**config.mk**
```make
export PLATFORM = sky130hd
export DESIGN_NAME = sjis_glyph_index
export DESIGN_NICKNAME = d
export VERILOG_FILES = /design/src/sv/sgi_pkg.sv /design/src/sv/sgi_map.sv /design/src/sv/sjis_glyph_index.sv
export SDC_FILE = /design/constraint.sdc
export NUM_CORES = 1
export LEC_CHECK = 0
export BUFFER_PORTS_ARGS = -buffer_cell sky130_fd_sc_hd__buf_2
export CAP_MARGIN = 20
export CORE_ASPECT_RATIO = 1.1
export CORE_MARGIN = 2
export CORE_UTILIZATION = 45
export CTS_BUF_LIST = sky130_fd_sc_hd__clkbuf_4 sky130_fd_sc_hd__clkbuf_8
export DETAILED_ROUTE_END_ITERATION = 8
export PLACE_DENSITY = 0.66
export SKIP_CTS_REPAIR_TIMING = 1
export SLEW_MARGIN = 20
export SYNTH_ARGS = -nofsm -noshare
export SYNTH_HDL_FRONTEND = slang
export SYNTH_SLANG_ARGS = --single-unit
```
**constraint.sdc**
```tcl
create_clock -name clk -period 15.6 [get_ports clk]
set_input_delay 3.12 -clock clk [delete_from_list [all_inputs] [get_ports clk]]
set_output_delay 3.12 -clock clk [all_outputs]
set_load 0.05 [all_outputs]
```
**src/sv/sgi_pkg.sv**
```systemverilog
// shared types, constants and span table for the shift-jis glyph index block
`timescale 1ns / 1ps

package sgi_pkg;

  localparam int unsigned CODE_W   = 16;
  localparam int unsigned IDX_W    = 12;
  localparam int unsigned OFS_W    = 17;
  localparam int unsigned GB_W     = 7;
  localparam int unsigned PROD_W   = IDX_W + GB_W;
  localparam int unsigned NUM_SPANS = 17;

  localparam int unsigned GLYPH_BYTES = 30;

  localparam logic [7:0] LEAD_MIN    = 8'h81;
  localparam logic [7:0] LEAD_MAX    = 8'h98;
  localparam logic [7:0] TRAIL_MIN   = 8'h40;
  localparam logic [7:0] TRAIL_GAP   = 8'h7f;
  localparam logic [7:0] TRAIL_MAX   = 8'hfc;
  localparam logic [7:0] ROW_CELLS   = 8'd94;
  localparam logic [5:0] SPAN_ROWS   = 6'd8;
  localparam logic [5:0] DENSE_FIRST = 6'd16;
  localparam logic [5:0] DENSE_LAST  = 6'd47;
  localparam logic [6:0] LAST_CELLS  = 7'd51;
  localparam logic [IDX_W-1:0] DENSE_BASE = 12'd524;

  localparam logic [CODE_W-1:0] PUNCT_LO = 16'h8140;
  localparam logic [CODE_W-1:0] PUNCT_HI = 16'h817c;
  localparam logic [CODE_W-1:0] HASH     = 16'h8194;
  localparam logic [CODE_W-1:0] DIGIT_LO = 16'h824f;
  localparam logic [CODE_W-1:0] DIGIT_HI = 16'h8258;
  localparam logic [CODE_W-1:0] UPPER_LO = 16'h8260;
  localparam logic [CODE_W-1:0] UPPER_HI = 16'h8279;
  localparam logic [CODE_W-1:0] LOWER_LO = 16'h8281;
  localparam logic [CODE_W-1:0] LOWER_HI = 16'h829a;

  localparam logic [IDX_W-1:0] HASH_IDX  = 12'd65;
  localparam logic [IDX_W-1:0] DIGIT_IDX = 12'd147;
  localparam logic [IDX_W-1:0] UPPER_IDX = 12'd157;
  localparam logic [IDX_W-1:0] LOWER_IDX = 12'd183;

  typedef struct packed {
    logic [5:0]       row;
    logic [6:0]       first;
    logic [6:0]       last;
    logic [IDX_W-1:0] base;
  } span_t;

  localparam span_t SPANS [NUM_SPANS] = '{
    '{6'd1, 7'd1,  7'd94, 12'd0},
    '{6'd2, 7'd1,  7'd14, 12'd94},
    '{6'd2, 7'd26, 7'd33, 12'd108},
    '{6'd2, 7'd42, 7'd48, 12'd116},
    '{6'd2, 7'd60, 7'd74, 12'd123},
    '{6'd2, 7'd82, 7'd89, 12'd138},
    '{6'd2, 7'd94, 7'd94, 12'd146},
    '{6'd3, 7'd16, 7'd25, 12'd147},
    '{6'd3, 7'd33, 7'd58, 12'd157},
    '{6'd3, 7'd65, 7'd90, 12'd183},
    '{6'd4, 7'd1,  7'd83, 12'd209},
    '{6'd5, 7'd1,  7'd86, 12'd292},
    '{6'd6, 7'd1,  7'd24, 12'd378},
    '{6'd6, 7'd33, 7'd56, 12'd402},
    '{6'd7, 7'd1,  7'd33, 12'd426},
    '{6'd7, 7'd49, 7'd81, 12'd459},
    '{6'd8, 7'd1,  7'd32, 12'd492}
  };

  typedef struct packed {
    logic             valid;
    logic [IDX_W-1:0] index;
    logic [OFS_W-1:0] offset;
  } map_res_t;

endpackage

```
**src/sv/sgi_map.sv**
```systemverilog
// combinational code-to-glyph mapping for both rom layouts
`timescale 1ns / 1ps

module sgi_map import sgi_pkg::*; (
  input  logic              full_layout,
  input  logic [CODE_W-1:0] code,
  output map_res_t          res
);

  logic [7:0]        lead;
  logic [7:0]        trail;
  logic              bad;
  logic [4:0]        lead_off;
  logic [5:0]        row_a;
  logic [7:0]        cell0;
  logic [5:0]        row;
  logic [7:0]        cellm;
  logic [6:0]        kcell;
  logic              span_hit;
  logic [IDX_W-1:0]  span_idx;
  logic [4:0]        drow;
  logic [IDX_W-1:0]  dense_idx;
  logic              full_ok;
  logic [IDX_W-1:0]  full_idx;
  logic              alnum_ok;
  logic [IDX_W-1:0]  alnum_idx;
  logic              ok;
  logic [IDX_W-1:0]  idx;
  logic [PROD_W-1:0] prod;

  assign lead  = code[15:8];
  assign trail = code[7:0];
  assign bad   = (lead < LEAD_MIN) || (lead > LEAD_MAX) || (trail < TRAIL_MIN) ||
                 (trail == TRAIL_GAP) || (trail > TRAIL_MAX);

  // each lead byte covers two kuten rows
  assign lead_off = 5'(lead - LEAD_MIN);
  assign row_a    = {lead_off, 1'b1};
  assign cell0    = 8'(trail - TRAIL_MIN - {7'd0, (trail > TRAIL_GAP)});

  always_comb begin
    if (cell0 >= ROW_CELLS) begin
      row   = 6'(row_a + 6'd1);
      cellm = 8'(cell0 - ROW_CELLS);
    end else begin
      row   = row_a;
      cellm = cell0;
    end
  end

  assign kcell = 7'(cellm + 8'd1);

  // spans never overlap, so the matches can be or-ed together
  always_comb begin
    span_hit = 1'b0;
    span_idx = '0;
    for (int i = 0; i < NUM_SPANS; i++) begin
      if (SPANS[i].row == row && kcell >= SPANS[i].first && kcell <= SPANS[i].last) begin
        span_hit = 1'b1;
        span_idx = span_idx | 12'(SPANS[i].base + 12'(kcell - SPANS[i].first));
      end
    end
  end

  assign drow      = 5'(row - DENSE_FIRST);
  assign dense_idx = 12'(DENSE_BASE + 12'(drow) * 12'(ROW_CELLS) + 12'(kcell) - 12'd1);

  always_comb begin
    full_ok  = 1'b0;
    full_idx = '0;
    if (!bad) begin
      if (row <= SPAN_ROWS) begin
        full_ok  = span_hit;
        full_idx = span_idx;
      end else if (row >= DENSE_FIRST && row <= DENSE_LAST &&
                   !(row == DENSE_LAST && kcell > LAST_CELLS)) begin
        full_ok  = 1'b1;
        full_idx = dense_idx;
      end
    end
  end

  always_comb begin
    alnum_ok  = 1'b1;
    alnum_idx = '0;
    if (code inside {[PUNCT_LO:PUNCT_HI]}) begin
      alnum_idx = 12'(code - PUNCT_LO);
    end else if (code == HASH) begin
      alnum_idx = HASH_IDX;
    end else if (code inside {[DIGIT_LO:DIGIT_HI]}) begin
      alnum_idx = 12'(DIGIT_IDX + 12'(code - DIGIT_LO));
    end else if (code inside {[UPPER_LO:UPPER_HI]}) begin
      alnum_idx = 12'(UPPER_IDX + 12'(code - UPPER_LO));
    end else if (code inside {[LOWER_LO:LOWER_HI]}) begin
      alnum_idx = 12'(LOWER_IDX + 12'(code - LOWER_LO));
    end else begin
      alnum_ok  = 1'b0;
    end
  end

  assign ok   = full_layout ? full_ok : alnum_ok;
  assign idx  = ok ? (full_layout ? full_idx : alnum_idx) : '0;
  assign prod = PROD_W'(idx) * PROD_W'(GLYPH_BYTES);

  assign res.valid  = ok;
  assign res.index  = idx;
  assign res.offset = prod[OFS_W-1:0];

endmodule

```
**src/sv/sjis_glyph_index.sv**
```systemverilog
// top level: input register, glyph mapping and result register
// the input beat is registered in s1_code_r, mapped, and the result registered in res_r
// throughput: one beat per cycle while out_stall is low, set by the single mapping stage between registers
// in_stall rises only when both the input and result registers are held
// reset clears the layout register to the alphanumeric subset and empties both stages
`timescale 1ns / 1ps

module sjis_glyph_index import sgi_pkg::*; (
  input  logic              clk,
  input  logic              rst_n,
  input  logic              in_valid,
  output logic              in_stall,
  input  logic [CODE_W-1:0] in_char_code,
  output logic              out_valid,
  input  logic              out_stall,
  output logic              out_glyph_valid,
  output logic [IDX_W-1:0]  out_glyph_index,
  output logic [OFS_W-1:0]  out_glyph_byte_offset,
  input  logic              cfg_valid,
  output logic              cfg_ready,
  input  logic              cfg_full_kanji_layout
);

  logic              mode_r;
  logic              s1_valid_r;
  logic [CODE_W-1:0] s1_code_r;
  logic              out_valid_r;
  map_res_t          res_r;
  map_res_t          res;
  logic              adv_out;
  logic              adv_in;

  assign cfg_ready = 1'b1;
  assign adv_out   = !out_valid_r || !out_stall;
  assign adv_in    = !s1_valid_r || adv_out;
  assign in_stall  = !adv_in;

  sgi_map u_map (
    .full_layout (mode_r),
    .code        (s1_code_r),
    .res         (res)
  );

  always_ff @(posedge clk) begin
    if (!rst_n) begin
      mode_r      <= 1'b0;
      s1_valid_r  <= 1'b0;
      out_valid_r <= 1'b0;
    end else begin
      if (cfg_valid) begin
        mode_r <= cfg_full_kanji_layout;
      end
      if (adv_in) begin
        s1_valid_r <= in_valid;
      end
      if (adv_out) begin
        out_valid_r <= s1_valid_r;
      end
    end
  end

  // payload registers, no reset needed
  always_ff @(posedge clk) begin
    if (adv_in && in_valid) begin
      s1_code_r <= in_char_code;
    end
    if (adv_out && s1_valid_r) begin
      res_r <= res;
    end
  end

  assign out_valid             = out_valid_r;
  assign out_glyph_valid       = res_r.valid;
  assign out_glyph_index       = res_r.index;
  assign out_glyph_byte_offset = res_r.offset;

endmodule

```
==> run_results.csv <==
group,metric,value,unit
timing,slew_violations,0,
layout,multi_input_area,0.00889,mm²
grt,grt_pass1_vias,10775,
logic_synthesis,synth_fa_ha_area_share,20.3,%
layout,area.sequential,0.00138,mm²
grt,globalRouteMet2Util,51.6,%
power,p_total,2.27,mW
clocking,cts-root-buf,"clkbuf_8",
timing,period_needed,13160,ps
layout,n_fill_cell,2354,
logic_synthesis,yosysWarnings,0,
logic_synthesis,synth_compound_area_share,30.8,%
logic_synthesis,synth-xor-area-share,9.09,%
status,status,"finished, final reports clean",
routing,drt_pass1_iterations,8,
clocking,clock_latency,330,ps
grt,grt_antenna_before_repair,0,
power,ir_worst_vdd,184,µV
logic_synthesis,ys_dominant_reg_cell,"edfxtp_1",
grt,use_met1,37.9,%
setup_path,worstSetupPathType,"flip-flop to flip-flop",
clocking,clockBufferDepth,2,
timing,skew,12.3,ps
logic_synthesis,synthTopCellsByArea,"ha_1 15%, edfxtp_1 12%, xnor2_1 6.6%",
clocking,clkSlewWorstSetupHoldPaths,100,ps
timing,setup_tns,0,ps
routing,wl_per_cell,24.0,µm
floorplanning,fp-row-count,59,
clocking,htreeDepth,2,
timing,fin_crit_sh,84.4,%
routing,drt_iter0_drc,1369,
hold_path,hp-class,"flip-flop to flip-flop",
grt,grtUsageMet3,4.11,%
logic_synthesis,synth_edf_count,44,
floorplanning,ios,55,
grt,grt_overflow,0,
routing,drcViolationCount,0,
layout,diodes,0,
logic_synthesis,syn_area,0.0110,mm²
routing,ant_nets,0,
floorplanning,dieHeight,168,µm
logic_synthesis,synth_top_cell_by_area,"ha_1",
logic_synthesis,synthTopCellsByCount,"131 x ha_1, 119 x a21oi_1, 119 x nand2_1",
grt,top_usage_layer,"met2",
timing,hold_viol,0,
placed_design,dpl.hpwl,31600,µm
setup_path,cp_data_required_time,15680,ps
clocking,cts_buffers,5,
layout,layout.nets,1570,
logic_synthesis,synthMuxAreaShare,0.605,%
setup_path,critPathArrivalTime,13250,ps
routing,route.final.wire_length,40700,µm
logic_synthesis,synth_top_area_share,14.9,%
setup_path,crit_path_end_kind,"flip-flop",
grt,grt_util_all_layers,30.7,%
placed_design,gp_congestion,1.03,
routing,vias_per_cell,6.72,
power,leakage,4.62,nW
run,cap_violations,0,
clocking,clock_sinks,47,
floorplanning,die_w,153,µm
timing,timing.fmax,0.0760,GHz
logic_synthesis,synth_simple_gate_area_share,20.1,%
setup_path,cp_slowest_cell,"edfxtp_1",
grt,grt_max_degree,30,
setup_path,cp_common_cell,"ha_1",
layout,final_layout_size_suffix_gt1_share,11.2,%
timing,setup_viol,0,
logic_synthesis,synth_fp_nets,1560,
floorplanning,dieArea,0.0256,mm²
clocking,cts_tree,"done",
placed_design,portBuffers,52,
power,power.density,197,mW/mm²
logic_synthesis,synth_most_common_cell,"ha_1",
logic_synthesis,yosysSeqAreaShare,12.6,%
setup_path,crit_path_start_kind,"flip-flop",
logic_synthesis,async_flop_share,0,%
floorplanning,initial_core_util,46.1,%
layout,synthToLayoutAreaGrowth,5.21,%
timing,slew_headroom,33.4,%
logic_synthesis,synth.avg_cell_area,7.95,µm²
setup_path,crit_fanout,20,
timing,grt_setup_unrepaired,"no",
timing,tightest_slew,999,ps
routing,via_count,11397,
logic_synthesis,ys_types,114,
floorplanning,core_area,0.0238,mm²
setup_path,cp_slowest_stage_delay,780,ps
logic_synthesis,synth_seq_cells,47,
logic_synthesis,syn_inst,1379,
logic_synthesis,synth_top_family_by_area,"compound AO/OA/AOI/OAI gates",
grt,grt_pass1_wl,62100,µm
-- area by class of cell --
class                           count  share of cell area, %
Inverter                           97                   3.18
Timing Repair Buffer               70                   3.43
Clock inverter                      2                  0.336
Sequential cell                    47                   12.0
Clock buffer                        6                  0.716
Multi-Input combinational cell   1168                   77.1
Tap cell                          305                   3.31
-- where the power goes --
group / total [mW] / switching (mW) / internal (mW)
combinational: 2.01 / 1.28 / 0.726
sequential: 0.161 / 0.00884 / 0.153
clock: 0.102 / 0.0492 / 0.0528
-- worst max-delay path, delay by kind of cell (launching register included) --
family | cells | cell delay [ps]
DFF | 1 | 780
adders and majority gates | 9 | 3650
and+or+nand+nor | 11 | 2110
AOI/OAI and AO/OA | 19 | 4320
xor gates and xnor gates | 3 | 720
buffers and inverters | 6 | 1280
-- flip-flops by register name (all words and copies together) (netlist names) --
register / count
s1_code_r: 16
out_glyph_byte_offset: 15
out_glyph_index: 12
mode_r: 1
out_glyph_valid: 1
out_valid: 1
s1_valid_r: 1
-- layout by cell type, fill, tap and decap left out, types with 7 or more instances in the layout --
| cell | count |
|---|---|
| o311ai_0 | 7 |
| o31ai_1 | 8 |
| buf_2 | 52 |
| nor2b_1 | 18 |
| or4_1 | 7 |
| or3_1 | 8 |
| nor2_1 | 76 |
| xnor2_1 | 83 |
| o211ai_1 | 25 |
| a221oi_1 | 10 |
| a21oi_1 | 119 |
| a311oi_1 | 9 |
| nor3b_1 | 10 |
| and3_1 | 15 |
| nor4_1 | 8 |
| o21ai_0 | 63 |
| o2111ai_1 | 9 |
| a21o_1 | 17 |
| inv_1 | 89 |
| nand2_1 | 119 |
| a31oi_1 | 18 |
| o221ai_1 | 7 |
| nor3_1 | 33 |
| o21a_1 | 9 |
| nand3_1 | 50 |
| o22ai_1 | 16 |
| a22oi_1 | 8 |
| and2_1 | 13 |
| nand4_1 | 16 |
| fa_1 | 28 |
| nand2b_1 | 13 |
| a211oi_1 | 16 |
| o21bai_1 | 13 |
| edfxtp_1 | 44 |
| buf_4 | 17 |
| ha_1 | 131 |
| xor2_1 | 12 |
-- routing by layer --
layer	vias up	wire length (µm)
met5	-	0
met4	0	2730
met3	180	3560
met2	693	18600
met1	5350	15800
li1	5174	-
-- logic make-up (layout without fill, tap and decap cells) --
logic type / Yosys count / count (layout)
AND/OR/NAND/NOR: 426 / 426
XOR/XNOR: 103 / 103
flip-flops: 47 / 47
AO/OA/AOI/OAI: 469 / 469
multiplexers: 6 / 6
adder cells (fa/ha/maj): 162 / 162
other: 2 / 2
buffers and inverters: 164 / 175
-- through the flow --
stage / hold WS, ps / instance area, µm² / std cells / worst slack, ps / utilization, %
finish: 519 / 11500 / 1695 / 2440 / 48.5
global route: 581 / 11500 / 1695 / 1640 / 48.5
CTS: 519 / 11500 / 1694 / 2680 / 48.5
detailed placement: 500 / 11400 / 1686 / 2740 / 48.0
global placement: 485 / 11400 / 1686 / 3180 / 48.0
floorplan: 466 / 11000 / 1379 / 4720 / -
-- final timing paths --
check                     from                        end  slack [ps]  depth (start not counted)
hold / removal      s1_valid_r                  out_valid         520                          2
setup reg to reg  s1_code_r[7]  out_glyph_byte_offset[16]        2440                         48
hold reg to reg     s1_valid_r                  out_valid         520                          2
setup / recovery  s1_code_r[7]  out_glyph_byte_offset[16]        2440                         48
(Power assumes the default switching activity.)
